`config.mk`:
```
export PLATFORM = sky130hd
export DESIGN_NAME = dqs_ctrl
export DESIGN_NICKNAME = d
export VERILOG_FILES = /design/src/rtl/core/dqs_pkg.sv /design/src/rtl/core/dqs_ctrl.sv
export VERILOG_INCLUDE_DIRS = /design/src /design/src/rtl/core
export SDC_FILE = /design/constraint.sdc
export NUM_CORES = 1
export LEC_CHECK = 0
export BUFFER_PORTS_ARGS = -buffer_cell sky130_fd_sc_hd__buf_2
export CAP_MARGIN = 20
export CORE_AREA = 2 2 39 41
export CTS_BUF_LIST = sky130_fd_sc_hd__clkbuf_2
export CTS_CLUSTER_DIAMETER = 40
export DETAILED_ROUTE_END_ITERATION = 12
export DIE_AREA = 0 0 41 43
export REMOVE_ABC_BUFFERS = 1
export SYNTH_ARGS = -nofsm -noshare
export SYNTH_HDL_FRONTEND = slang
export SYNTH_SLANG_ARGS = --single-unit
export TNS_END_PERCENT = 1
```
`constraint.sdc`:
```
create_clock -name clock -period 1.25 [get_ports clock]
set_clock_uncertainty 0.1 [all_clocks]
set_input_delay 0.1875 -clock clock [delete_from_list [all_inputs] [get_ports clock]]
set_output_delay 0.1875 -clock clock [all_outputs]
set_load 0.02 [all_outputs]
```
`src/rtl/core/double_ended_queue_with_search_defines.svh`:
```
`ifndef DOUBLE_ENDED_QUEUE_WITH_SEARCH_DEFINES_SVH
`define DOUBLE_ENDED_QUEUE_WITH_SEARCH_DEFINES_SVH

// same-cycle implication
`define DQS_ASSERT_NOW(label, clk, rst, ante, cons) \
   label: assert property (@(posedge clk) disable iff (rst) (ante) |-> (cons)) \
      else $error("dqs check failed");

// next-cycle implication
`define DQS_ASSERT_NEXT(label, clk, rst, ante, cons) \
   label: assert property (@(posedge clk) disable iff (rst) (ante) |=> (cons)) \
      else $error("dqs check failed");

`endif

```
`src/rtl/core/dqs_pkg.sv`:
```
package dqs_pkg;

   localparam int CAPACITY_DEFAULT = 64;
   localparam int VALUE_WIDTH      = 64;
   localparam int TOL_WIDTH        = 32;
   localparam int ACTION_WIDTH     = 3;
   localparam int COUNT_OUT_WIDTH  = 7;
   localparam logic [TOL_WIDTH-1:0] TOL_RESET = 32'd4096;

   typedef enum logic [ACTION_WIDTH-1:0] {
      ACT_PUSH_FRONT = 3'd0,
      ACT_PUSH_BACK  = 3'd1,
      ACT_POP_FRONT  = 3'd2,
      ACT_POP_BACK   = 3'd3,
      ACT_PEEK_FRONT = 3'd4,
      ACT_PEEK_BACK  = 3'd5,
      ACT_CLEAR      = 3'd6,
      ACT_SEARCH     = 3'd7
   } dqs_action_type;

   typedef enum logic [2:0] {
      ST_IDLE,
      ST_EXEC,
      ST_PEEK,
      ST_SEARCH,
      ST_DRAIN_READ,
      ST_DRAIN_CMP
   } dqs_state_type;

   typedef enum logic [1:0] {
      RD_FRONT,
      RD_BACK,
      RD_WALK
   } dqs_rd_sel_type;

   typedef struct packed {
      logic           load_req;
      logic           commit;
      logic           rd_en;
      dqs_rd_sel_type rd_sel;
      logic           walk_clear;
      logic           walk_step;
      logic           respond;
      logic           rsp_fail;
      logic           rsp_peek;
      logic           rsp_found;
   } dqs_cmd_type;

   typedef struct packed {
      dqs_action_type action;
      logic           empty;
      logic           full;
      logic           walk_last;
   } dqs_status_type;

endpackage

```
`src/rtl/core/dqs_ctrl.sv`:
```
`include "double_ended_queue_with_search_defines.svh"

module dqs_ctrl
   import dqs_pkg::*;
(
   input  logic           clock,
   input  logic           reset,
   input  logic           start,
   input  dqs_status_type status,
   output logic           busy,
   output dqs_cmd_type    cmd
);

   dqs_state_type state_ff;
   dqs_state_type state_in;

   always_ff @(posedge clock) begin
      if (reset) begin
         state_ff <= ST_IDLE;
      end else begin
         state_ff <= state_in;
      end
   end

   always_comb begin
      state_in = state_ff;
      case (state_ff)
         ST_IDLE: begin
            if (start) begin
               state_in = ST_EXEC;
            end
         end
         ST_EXEC: begin
            case (status.action)
               ACT_PEEK_FRONT, ACT_PEEK_BACK: begin
                  state_in = status.empty ? ST_IDLE : ST_PEEK;
               end
               ACT_SEARCH: begin
                  state_in = status.empty ? ST_IDLE : ST_SEARCH;
               end
               default: begin
                  state_in = ST_IDLE;
               end
            endcase
         end
         ST_PEEK: begin
            state_in = ST_IDLE;
         end
         ST_SEARCH: begin
            if (status.walk_last) begin
               state_in = ST_DRAIN_READ;
            end
         end
         ST_DRAIN_READ: begin
            state_in = ST_DRAIN_CMP;
         end
         ST_DRAIN_CMP: begin
            state_in = ST_IDLE;
         end
         default: begin
            state_in = ST_IDLE;
         end
      endcase
   end

   always_comb begin
      busy       = 1'b1;
      cmd        = '0;
      cmd.rd_sel = RD_FRONT;
      case (state_ff)
         ST_IDLE: begin
            busy         = 1'b0;
            cmd.load_req = start;
         end
         ST_EXEC: begin
            case (status.action)
               ACT_PUSH_FRONT, ACT_PUSH_BACK: begin
                  cmd.commit   = !status.full;
                  cmd.respond  = 1'b1;
                  cmd.rsp_fail = status.full;
               end
               ACT_POP_FRONT, ACT_POP_BACK: begin
                  cmd.commit   = !status.empty;
                  cmd.respond  = 1'b1;
                  cmd.rsp_fail = status.empty;
               end
               ACT_CLEAR: begin
                  cmd.commit  = 1'b1;
                  cmd.respond = 1'b1;
               end
               ACT_PEEK_FRONT, ACT_PEEK_BACK: begin
                  if (status.empty) begin
                     cmd.respond  = 1'b1;
                     cmd.rsp_fail = 1'b1;
                  end else begin
                     cmd.rd_en  = 1'b1;
                     cmd.rd_sel = (status.action == ACT_PEEK_FRONT) ? RD_FRONT : RD_BACK;
                  end
               end
               default: begin
                  if (status.empty) begin
                     cmd.respond = 1'b1;
                  end else begin
                     cmd.walk_clear = 1'b1;
                  end
               end
            endcase
         end
         ST_PEEK: begin
            cmd.respond  = 1'b1;
            cmd.rsp_peek = 1'b1;
         end
         ST_SEARCH: begin
            cmd.rd_en     = 1'b1;
            cmd.rd_sel    = RD_WALK;
            cmd.walk_step = 1'b1;
         end
         ST_DRAIN_READ: begin
         end
         ST_DRAIN_CMP: begin
            cmd.respond   = 1'b1;
            cmd.rsp_found = 1'b1;
         end
         default: begin
         end
      endcase
   end

   `DQS_ASSERT_NEXT(a_accept_exec, clock, reset, start && !busy, state_ff == ST_EXEC)
   `DQS_ASSERT_NEXT(a_drain_respond, clock, reset, state_ff == ST_DRAIN_READ,
                    cmd.respond && cmd.rsp_found)
   `DQS_ASSERT_NOW(a_walk_reads, clock, reset, state_ff == ST_SEARCH,
                   !status.empty && cmd.rd_en)

endmodule

```
==> impl_results.md <==
- Outcome: finished with violations
- Failing checks: setup timing
- Max-cap violations: 0
- Met3 Resource Use GR: about 2.1%
- CORE AREA: 0.001384 mm²
- Synth cell types: 29
- M2 GR Usage: 19.69%
- Seq/Total Area, Yosys: 15.58%
- Initial DRC Count: 7
- TritonCTS buffer count: 3
- Mapped Cells: 44
- Slew at the pin with the worst max-slew slack: 0.2571 ns
- First-pass iteration count of the detailed router: 4
- Clock-pin slew of the registers on the worst-case setup and hold paths: 0.04 ns
- Vias per cell: 4.745
- Overall Power: 0.4009 mW
- Routed wire length: 967 µm
- Worst-path maximum fanout: 5
- DRC violations left: 0
- FF+latch count, synth: 3
- Syn_area_per_cell: between 8 and 9 µm²
- DIE AREA: approximately 0.0018 mm²
- Worst EP arrival: 1.21 ns
- Met1 GRT Util: 14.10%
- Antenna Cells: 0
- Reg with most FFs: state_ff
- Worst EP required: ~0.96 ns
- Min Tclk post-route: between 1 and 1.5 ns
- Most frequent cells in the layout: buf_4 (21), buf_2 (10), nor2_1 (6)
- Top Registers: state_ff x3
- Overall die width: 41 µm
- Leak Pwr: approximately 0.32 nW
- Clock Latency Late Sink: approximately 0.20 ns
- Via count: roughly 450
- Yosys Warn Count: 0
- RSZ-0062 raised after global routing: yes
- Ports: 21
- Remaining antenna violation count: 0
- Starting Density: 27.85%
- Post-layout util: 47.29%
- Synth area leader: dfxtp_1
- Gr ovfl total: 0
- Layout area overhead: 69.81%
- Final std cells w/o fill: 94
- Clock sink total: 3
- VDD IR max: between 0.2 and 0.25 mV
- Tot GR Track Use: between 10% and 20%
- Pwr/cell area: 612.7 mW/mm²
- Input/output buffers: 20
- Worst setup margin: -0.2497 ns
- Slew margin rel.: between 80 and 90%
- Initial antenna violation count: 0
- Global placer's final weighted congestion: around 0.75
- Final Cycle Share: 120.0%
- Die height: ~43 µm
- Post-CTS Hold Fix Bufs: 0
- # setup viols final: 12
- Hold WS: ~0.079 ns
- FP Rows: 14
- First-pass GRT wire length: about 1.5 mm
- Grt peak-use layer: met2
- Yosys top cell area share: about 16%
- Max reg flops: 3
- Startpoint types: flip-flop
- Largest net degree at the start of global routing: 9
- Hold path cells: 2
- Critical path class: flip-flop to primary output
- Commonest non-fill, non-tap cell in the layout: buf_4
- CTS tree: yes
- Type of the worst min-delay path: input port to flip-flop
- Layout cells sized above 1: 69.23%
- Nature of the critical path endpoint: primary output
- Final hold violation count: 0
- H-tree depth: 1
- Dpl hpwl: around 770 µm
- Nets: 88
- Routed length per instance: ~10 µm
- Slew Viols, Final: 0
- Vias in the first global route: ~400
- Inst Count DP: 90
- Reg2reg path depth: 4
- Longest Clk Path Bufs: 2
- Fmax: 666.8 MHz
- Post-Syn Area: 385.4 µm²
- CTS root buf: clkbuf_2
- Top cells by area, synth: dfxtp_1 (16%), and3b_1 (6.8%), nor4bb_4 (6.5%)
==> worst max-delay path, cell delays in order (launching register included) <==
cell	delay, ns
dfxtp_2	0.34
nor3b_4	0.25
nand2_2	0.09
nor3b_2	0.16
buf_4	0.16
==> what timing repair did <==
| action | in CTS | in global routing |
|---|---|---|
| setup buffers | 0 | 0 |
| gates resized for setup | 15 | 5 |
| pin swaps | 6 | 3 |
| endpoints found under the setup margin | 12 | 13 |
==> stage by stage <==
step	setup WS, ns	TNS (ns)	area (µm²)
after floorplan	-0.4380	-1.042	357.8
after global placement	-0.1002	-0.2836	575.6
after detailed placement	-0.1406	-0.3619	575.6
after CTS	-0.2674	-1.949	640.6
after global routing	-0.2957	-2.389	654.4
final	-0.2497	-1.899	654.4
==> power by group <==
group | switching, mW | internal [mW]
Combinational | 0.0793 | 0.0849
Clock | 0.0479 | 0.0843
Sequential | 0.00406 | 0.100
Total | 0.131 | 0.270
==> cell families after synthesis <==
group / synth area share, %
AOI/OAI and AO/OA: 17.54
xor gates and xnor gates: 2.273
buffers and inverters: 9.090
DFF: 15.59
and+or+nand+nor: 55.52
==> path summary, 6_finish.rpt <==
path / endpoint / slack, ns / start
worst max register to register: state_ff[1]$_SDFFE_PP0P_ / 0.05 / state_ff[0]$_SDFFE_PP0P_
worst max-delay path: cmd[6] / -0.25 / state_ff[1]$_SDFFE_PP0P_
worst min register to register: state_ff[0]$_SDFFE_PP0P_ / 0.62 / state_ff[0]$_SDFFE_PP0P_
worst min-delay path: state_ff[2]$_SDFFE_PP0P_ / 0.08 / reset
==> cells in the mapped netlist (all sizes together) <==
master and n:
dfxtp 3, o21bai 1, xor2 1, o31a 1
or3 1, buf 3, a31oi 1, inv 2
and3b 3, nor4bb 1, nand2b 2, o22ai 1
nor3 1, a21oi 2, a211o 1, nor4 1
nor2 7, nor2b 3, nand2 3, and4 1
nor3b 3, a22oi 1, o41ai 1
==> per-layer routing <==
metal  part of all wire (%)  vias up
met5                      0        -
met4                    1.3        0
met3                    7.2        3
met2                     48       17
met1                     43      199
li1                       -      227
==> final cells by class <==
type	count	area (µm²)
well taps	16	20.02
inverters	2	7.507
repair buffers	33	230.2
clock buffers	4	20.02
fillers	144	729.5
multi-input cells	36	312.8
flip-flops and latches	3	63.81
No activity file was read; power rests on OpenSTA's default activity.
