$ cat src/rtl/core/double_ended_queue_with_search_defines.svh
`ifndef DOUBLE_ENDED_QUEUE_WITH_SEARCH_DEFINES_SVH
`define DOUBLE_ENDED_QUEUE_WITH_SEARCH_DEFINES_SVH

// same-cycle implication
`define DQS_ASSERT_NOW(label, clk, rst, ante, cons) \
   label: assert property (@(posedge clk) disable iff (rst) (ante) |-> (cons)) \
      else $error("dqs check failed");

// next-cycle implication
`define DQS_ASSERT_NEXT(label, clk, rst, ante, cons) \
   label: assert property (@(posedge clk) disable iff (rst) (ante) |=> (cons)) \
      else $error("dqs check failed");

`endif

$ cat src/rtl/core/dqs_pkg.sv
package dqs_pkg;

   localparam int CAPACITY_DEFAULT = 64;
   localparam int VALUE_WIDTH      = 64;
   localparam int TOL_WIDTH        = 32;
   localparam int ACTION_WIDTH     = 3;
   localparam int COUNT_OUT_WIDTH  = 7;
   localparam logic [TOL_WIDTH-1:0] TOL_RESET = 32'd4096;

   typedef enum logic [ACTION_WIDTH-1:0] {
      ACT_PUSH_FRONT = 3'd0,
      ACT_PUSH_BACK  = 3'd1,
      ACT_POP_FRONT  = 3'd2,
      ACT_POP_BACK   = 3'd3,
      ACT_PEEK_FRONT = 3'd4,
      ACT_PEEK_BACK  = 3'd5,
      ACT_CLEAR      = 3'd6,
      ACT_SEARCH     = 3'd7
   } dqs_action_type;

   typedef enum logic [2:0] {
      ST_IDLE,
      ST_EXEC,
      ST_PEEK,
      ST_SEARCH,
      ST_DRAIN_READ,
      ST_DRAIN_CMP
   } dqs_state_type;

   typedef enum logic [1:0] {
      RD_FRONT,
      RD_BACK,
      RD_WALK
   } dqs_rd_sel_type;

   typedef struct packed {
      logic           load_req;
      logic           commit;
      logic           rd_en;
      dqs_rd_sel_type rd_sel;
      logic           walk_clear;
      logic           walk_step;
      logic           respond;
      logic           rsp_fail;
      logic           rsp_peek;
      logic           rsp_found;
   } dqs_cmd_type;

   typedef struct packed {
      dqs_action_type action;
      logic           empty;
      logic           full;
      logic           walk_last;
   } dqs_status_type;

endpackage

$ cat src/rtl/core/dqs_datapath.sv
`include "double_ended_queue_with_search_defines.svh"

module dqs_datapath
   import dqs_pkg::*;
#(
   parameter int CAPACITY = CAPACITY_DEFAULT
)(
   input  logic                          clock,
   input  logic                          reset,
   input  logic [ACTION_WIDTH-1:0]       req_action,
   input  logic signed [VALUE_WIDTH-1:0] req_operand_value,
   input  logic                          csr_write_enable,
   input  logic [TOL_WIDTH-1:0]          csr_write_data,
   input  dqs_cmd_type                   cmd,
   output dqs_status_type                status,
   output logic                          rsp_strobe,
   output logic                          rsp_status,
   output logic signed [VALUE_WIDTH-1:0] rsp_peeked_value,
   output logic                          rsp_found,
   output logic [COUNT_OUT_WIDTH-1:0]    rsp_entry_count,
   output logic                          rsp_is_empty
);

   localparam int IDX_W = (CAPACITY > 1) ? $clog2(CAPACITY) : 1;
   localparam int CNT_W = $clog2(CAPACITY + 1);
   localparam int SUM_W = CNT_W + 1;
   localparam logic [CNT_W-1:0] CAP_CNT  = CNT_W'(CAPACITY);
   localparam logic [SUM_W-1:0] CAP_SUM  = SUM_W'(CAPACITY);
   localparam logic [IDX_W-1:0] LAST_IDX = IDX_W'(CAPACITY - 1);

   function automatic logic [IDX_W-1:0] slot_of(input logic [IDX_W-1:0] base,
                                                 input logic [CNT_W-1:0] offset);
      logic [SUM_W-1:0] sum;
      sum = SUM_W'(base) + SUM_W'(offset);
      if (sum >= CAP_SUM) begin
         sum = sum - CAP_SUM;
      end
      return sum[IDX_W-1:0];
   endfunction

   dqs_action_type                action_ff;
   logic signed [VALUE_WIDTH-1:0] operand_ff;
   logic [TOL_WIDTH-1:0]          tol_ff;
   logic [IDX_W-1:0]              head_ff, head_in;
   logic [CNT_W-1:0]              count_ff, count_in;
   logic [IDX_W-1:0]              walk_ff, walk_in;
   logic [VALUE_WIDTH-1:0]        entry_store_ff [CAPACITY];
   logic [VALUE_WIDTH-1:0]        rd_data_ff;
   logic                          rd_valid_ff;
   logic signed [VALUE_WIDTH:0]   diff_ff, diff_in;
   logic                          diff_valid_ff;
   logic                          found_ff, found_in;

   logic                          wr_en;
   logic [IDX_W-1:0]              wr_addr, rd_addr;
   logic [IDX_W-1:0]              head_dec, head_inc, tail_free, tail_used, walk_slot;
   logic signed [VALUE_WIDTH:0]   tol_pos, tol_neg;
   logic                          hit;
   logic [CNT_W+COUNT_OUT_WIDTH-1:0] count_wide;

   logic                          rsp_strobe_ff;
   logic                          rsp_status_ff;
   logic signed [VALUE_WIDTH-1:0] rsp_peeked_value_ff;
   logic                          rsp_found_ff;
   logic [COUNT_OUT_WIDTH-1:0]    rsp_entry_count_ff;
   logic                          rsp_is_empty_ff;

   assign head_dec  = (head_ff == '0) ? LAST_IDX : head_ff - 1'b1;
   assign head_inc  = (head_ff == LAST_IDX) ? '0 : head_ff + 1'b1;
   assign tail_free = slot_of(head_ff, count_ff);
   assign tail_used = slot_of(head_ff, count_ff - 1'b1);
   assign walk_slot = slot_of(head_ff, CNT_W'(walk_ff));

   assign status.action    = action_ff;
   assign status.empty     = (count_ff == '0);
   assign status.full      = (count_ff == CAP_CNT);
   assign status.walk_last = (CNT_W'(walk_ff) == count_ff - 1'b1);

   always_comb begin
      head_in  = head_ff;
      count_in = count_ff;
      wr_en    = 1'b0;
      wr_addr  = tail_free;
      if (cmd.commit) begin
         case (action_ff)
            ACT_PUSH_FRONT: begin
               head_in  = head_dec;
               wr_en    = 1'b1;
               wr_addr  = head_dec;
               count_in = count_ff + 1'b1;
            end
            ACT_PUSH_BACK: begin
               wr_en    = 1'b1;
               count_in = count_ff + 1'b1;
            end
            ACT_POP_FRONT: begin
               head_in  = head_inc;
               count_in = count_ff - 1'b1;
            end
            ACT_POP_BACK: begin
               count_in = count_ff - 1'b1;
            end
            ACT_CLEAR: begin
               count_in = '0;
            end
            default: begin
            end
         endcase
      end
   end

   always_comb begin
      case (cmd.rd_sel)
         RD_FRONT: rd_addr = head_ff;
         RD_BACK:  rd_addr = tail_used;
         RD_WALK:  rd_addr = walk_slot;
         default:  rd_addr = head_ff;
      endcase
   end

   always_comb begin
      walk_in = walk_ff;
      if (cmd.walk_clear) begin
         walk_in = '0;
      end else if (cmd.walk_step) begin
         walk_in = walk_ff + 1'b1;
      end
   end

   assign diff_in  = $signed({rd_data_ff[VALUE_WIDTH-1], rd_data_ff})
                   - $signed({operand_ff[VALUE_WIDTH-1], operand_ff});
   assign tol_pos  = $signed({{(VALUE_WIDTH + 1 - TOL_WIDTH){1'b0}}, tol_ff});
   assign tol_neg  = -tol_pos;
   assign hit      = diff_valid_ff && (diff_ff < tol_pos) && (diff_ff > tol_neg);
   assign found_in = cmd.walk_clear ? 1'b0 : (found_ff | hit);

   assign count_wide = {{COUNT_OUT_WIDTH{1'b0}}, count_in};

   always_ff @(posedge clock) begin
      if (reset) begin
         tol_ff        <= TOL_RESET;
         head_ff       <= '0;
         count_ff      <= '0;
         walk_ff       <= '0;
         rd_valid_ff   <= 1'b0;
         diff_valid_ff <= 1'b0;
         found_ff      <= 1'b0;
         rsp_strobe_ff <= 1'b0;
      end else begin
         if (csr_write_enable) begin
            tol_ff <= csr_write_data;
         end
         head_ff       <= head_in;
         count_ff      <= count_in;
         walk_ff       <= walk_in;
         rd_valid_ff   <= cmd.rd_en && (cmd.rd_sel == RD_WALK);
         diff_valid_ff <= rd_valid_ff;
         found_ff      <= found_in;
         rsp_strobe_ff <= cmd.respond;
      end
   end

   always_ff @(posedge clock) begin
      if (cmd.load_req) begin
         action_ff  <= dqs_action_type'(req_action);
         operand_ff <= req_operand_value;
      end
      diff_ff <= diff_in;
   end

   always_ff @(posedge clock) begin
      if (wr_en) begin
         entry_store_ff[wr_addr] <= operand_ff;
      end
      if (cmd.rd_en) begin
         rd_data_ff <= entry_store_ff[rd_addr];
      end
   end

   always_ff @(posedge clock) begin
      if (cmd.respond) begin
         rsp_status_ff       <= cmd.rsp_fail;
         rsp_peeked_value_ff <= cmd.rsp_peek ? $signed(rd_data_ff) : '0;
         rsp_found_ff        <= cmd.rsp_found & (found_ff | hit);
         rsp_entry_count_ff  <= count_wide[COUNT_OUT_WIDTH-1:0];
         rsp_is_empty_ff     <= (count_in == '0);
      end
   end

   assign rsp_strobe       = rsp_strobe_ff;
   assign rsp_status       = rsp_status_ff;
   assign rsp_peeked_value = rsp_peeked_value_ff;
   assign rsp_found        = rsp_found_ff;
   assign rsp_entry_count  = rsp_entry_count_ff;
   assign rsp_is_empty     = rsp_is_empty_ff;

   `DQS_ASSERT_NOW(a_count_bound, clock, reset, 1'b1, count_ff <= CAP_CNT)
   `DQS_ASSERT_NOW(a_found_on_search, clock, reset, rsp_strobe_ff && rsp_found_ff,
                   action_ff == ACT_SEARCH)
   `DQS_ASSERT_NOW(a_peek_value, clock, reset, rsp_strobe_ff && (rsp_peeked_value_ff != '0),
                   (action_ff == ACT_PEEK_FRONT) || (action_ff == ACT_PEEK_BACK))

endmodule

$ cat config.mk
export PLATFORM = sky130hd
export DESIGN_NAME = dqs_datapath
export DESIGN_NICKNAME = d
export VERILOG_FILES = /design/src/rtl/core/dqs_pkg.sv /design/src/rtl/core/dqs_datapath.sv
export VERILOG_INCLUDE_DIRS = /design/src /design/src/rtl/core
export SDC_FILE = /design/constraint.sdc
export NUM_CORES = 2
export LEC_CHECK = 0
export BUFFER_PORTS_ARGS = -buffer_cell sky130_fd_sc_hd__buf_2
export CAP_MARGIN = 20
export CELL_PAD_IN_SITES_DETAIL_PLACEMENT = 0
export CELL_PAD_IN_SITES_GLOBAL_PLACEMENT = 1
export CORE_UTILIZATION = 39
export DETAILED_ROUTE_END_ITERATION = 10
export GPL_ROUTABILITY_DRIVEN = 0
export PLACE_DENSITY_LB_ADDON = 0.15
export RECOVER_POWER = 25
export SKIP_LAST_GASP = 1
export SLEW_MARGIN = 5
export SYNTH_ARGS = -nofsm -noshare
export SYNTH_HDL_FRONTEND = slang
export SYNTH_SLANG_ARGS = --single-unit
$ cat constraint.sdc
create_clock -name clock -period 9.5 [get_ports clock]
set_input_delay 0.95 -clock clock [delete_from_list [all_inputs] [get_ports clock]]
set_output_delay 0.95 -clock clock [all_outputs]
set_load 0.01 [all_outputs]
==> reports/results.ini <==
[status]
status=complete, but fails checks
violations=capacitance limit, slew limit

[global_routing]
antenna_found_initial=45
overflow=0
grt_first_pass_wirelength_um=752000
gr-usage-all-layers_pct=23.9
grt_max_degree=116
grt_pass1_vias=90900

[clock_network]
numCtsBuffers=463
root_buffer=clkbuf_16
clk_latency_ns=1.04
post_cts_buffers=0
cts_tree=built
cts_htree_levels=5
clk_pin_slew_worst_paths_ns=0.06
holdBufCountCts=7
cts_resized=0
cts_sinks=4421
cts.path.max_buffers=4

[timing]
tightestPinTransition_ns=4.31
rsz0062_at_grt=no
clock_skew_ns=0.0827
fin_tns_setup_ns=0
setup_violations=0
relSlewSlack_pct=-187
period_share_pct=79.3
drv_slew=1914
fmax_mhz=133
fin_crit_ns=7.54
final-hold-violation-count=0

[critical_path]
cp_data_required_time_ns=10.34
crit_type=reg -> reg
arrival_ns=8.38
critPathLaunch=operand_ff[7]
cp-end-kind=flip-flop
worstSetupStartpointType=flip-flop
r2r-start=operand_ff[7]
crit_path_max_fanout=65

[synth]
ys_warn_count=0
yosys-top-cells-area=edfxtp_1, mux4_2, a211oi_1
synth-edff-count=4301
async_reset_ff_share_pct=0
syn-num-nets=8931
syn_inst=8636
synth.distinct_cells=75
ys_ff_latch=4421
synth.avg_cell_area_um2=20.3
synth-seq-area-share_pct=75.0
syn_area_um2=175000
yosysTopAreaCell=edfxtp_1
synth_ff_type=edfxtp_1
synth_top_area_share_pct=73.7

[floorplanning]
initial_core_util_pct=39.3
die_x_um=672
core_area_um2=446000
io-pin-count=194
row_count=245
die_y_um=672
dieArea_um2=452000

[pwr]
switching_share_pct=27.4
total_power_w=0.0482
power_frac_clock_pct=36.3
irDropWorstVdd_mv=0.164
leakage_nw=64.0
combPwrFrac_pct=16.5
cellPowerDensity_nw_per_um2=241
netSwitchingPower_w=0.0132
p_int_w=0.0350
seq_power_share_pct=47.3

[route]
routed_via_density=5.90
dr.first_iter.drc_count=10600
vias=91100
final_antenna_net_count=0
postRouteWirelength_um=548000
drt-pass1-iter-count=6
post-route-drc-count=0
routedWlPerCell_um=35.5

[min_path]
min_from=req_operand_value[33]
min_path_type=in -> reg

[run]
max_cap_violations=32

[finish]
syn_to_final_growth_pct=14.0
drive_gt1_share_pct=23.1
nets=9406

[placed_design]
dpl.hpwl_um=301000
port_buffers=193

routing by layer:
| metal | wire length (µm) | vias up | global-route usage (%) | share of wire (%) |
|---|---|---|---|---|
| met3 | 45100 | 621 | 4.02 | 8.2 |
| met5 | 38 | - | 0 | 0.0069 |
| li1 | - | 36800 | - | - |
| met4 | 10500 | 6 | 4.43 | 1.9 |
| met2 | 252000 | 3714 | 37.3 | 46 |
| met1 | 241000 | 50000 | 35.7 | 44 |
power groups by stage:
stage	Sequential, W	Clock, W	Combinational (W)
6_report	0.0228	0.0175	0.00794
2_1_floorplan	0.0228	0	0.00519
5_1_grt	0.0228	0.0185	0.00857
3_5_place_dp	0.0232	0	0.00800
3_3_place_gp	0.0232	0	0.00794
4_1_cts	0.0227	0.0178	0.00803
worst paths after layout:
check | to | depth (start not counted) | slack, ns
hold reg to reg | found_ff | 2 | 0.45
setup / recovery | diff_ff[49] | 14 | 1.96
setup reg to reg | diff_ff[49] | 14 | 1.96
hold / removal | operand_ff[33] | 1 | 0.1
cell usage in the layout (no fill, tap or decap), drive strengths merged, types with 31 or more instances in the layout:
cell type / n
a211oi: 458
a21o: 70
a21oi: 391
and2: 76
buf: 444
clkbuf: 622
clkinv: 217
dfxtp: 120
edfxtp: 4301
ha: 179
inv: 164
mux2i: 296
mux4: 1024
nand2: 113
nand3: 31
nand4: 49
nor2: 192
nor2b: 278
nor4: 53
o21ai: 76
xnor2: 78
xor2: 35
registers in the layout, summed over array words and instances, names as in the netlist:
| name | flops |
|---|---|
| head_ff | 6 |
| diff_ff | 65 |
| entry_store_ff | 4096 |
| found_ff | 1 |
| rsp_entry_count | 7 |
| rsp_peeked_value | 64 |
| rsp_is_empty | 1 |
| tol_ff | 32 |
| rsp_status | 1 |
| rsp_found | 1 |
| count_ff | 7 |
| rd_data_ff | 64 |
| rd_valid_ff | 1 |
| diff_valid_ff | 1 |
| operand_ff | 64 |
| walk_ff | 6 |
| rsp_strobe | 1 |
| action_ff | 3 |
stage by stage:
step | hold WS (ns) | setup slack [ns] | instance area [µm²] | std cells | utilization [%]
2_1_floorplan | 0.414 | 4.20 | 175000 | 8636 | -
3_3_place_gp | 0.437 | 2.78 | 185000 | 14600 | 41.5
3_5_place_dp | 0.444 | 3.38 | 185000 | 14600 | 41.5
4_1_cts | 0.000716 | 3.62 | 200000 | 15400 | 44.8
5_1_grt | 0.0356 | 1.90 | 200000 | 15400 | 44.8
6_report | 0.0975 | 1.96 | 200000 | 15400 | 44.8
Yosys cell counts (76+ instances only):
cell,count
and2_1,76
mux2i_1,296
mux4_2,1024
a211oi_1,458
dfxtp_1,120
edfxtp_1,4301
buf_2,105
nor2b_1,278
ha_1,179
xnor2_1,78
inv_1,145
clkbuf_1,338
nand2_1,113
nor2_1,192
a21oi_1,391
worst max-delay path, stage by stage, from the launching register on:
cell and delay, ns:
edfxtp_1 0.32, clkbuf_1 2.18, inv_1 0.80, ha_1 0.75, nand2_1 0.11, nor3_1 0.39, o2111ai_1 0.35, a21oi_1 0.28
o2111ai_1 0.21, o31ai_1 0.52, buf_4 0.23, a21oi_1 0.17, o31ai_1 0.44, a311oi_1 0.18, a21oi_1 0.30
final cells by class:
cell class              count  area, µm²
inverters                 149        563
clock buffers             579      12100
fillers                 38000     246000
diodes                     10       25.0
multi-input cells        3582      41800
repair buffers            494       4030
well taps                5928       7420
clock inverters           271       2360
flip-flops and latches   4421     132000
kinds of logic (layout without fill, tap and decap cells):
group | after synthesis | count (layout) | synth area share [%]
flip-flops | 4421 | 4421 | 75.0
multiplexers | 1326 | 1326 | 14.9
AO/OA/AOI/OAI | 1103 | 1103 | 4.08
AND/OR/NAND/NOR | 858 | 858 | 2.68
buffers and inverters | 633 | 1493 | 1.44
adder cells (fa/ha/maj) | 182 | 182 | 1.31
XOR/XNOR | 113 | 113 | 0.565
other | 0 | 10 | 0
Note: power is estimated with default switching activity, not from simulation.
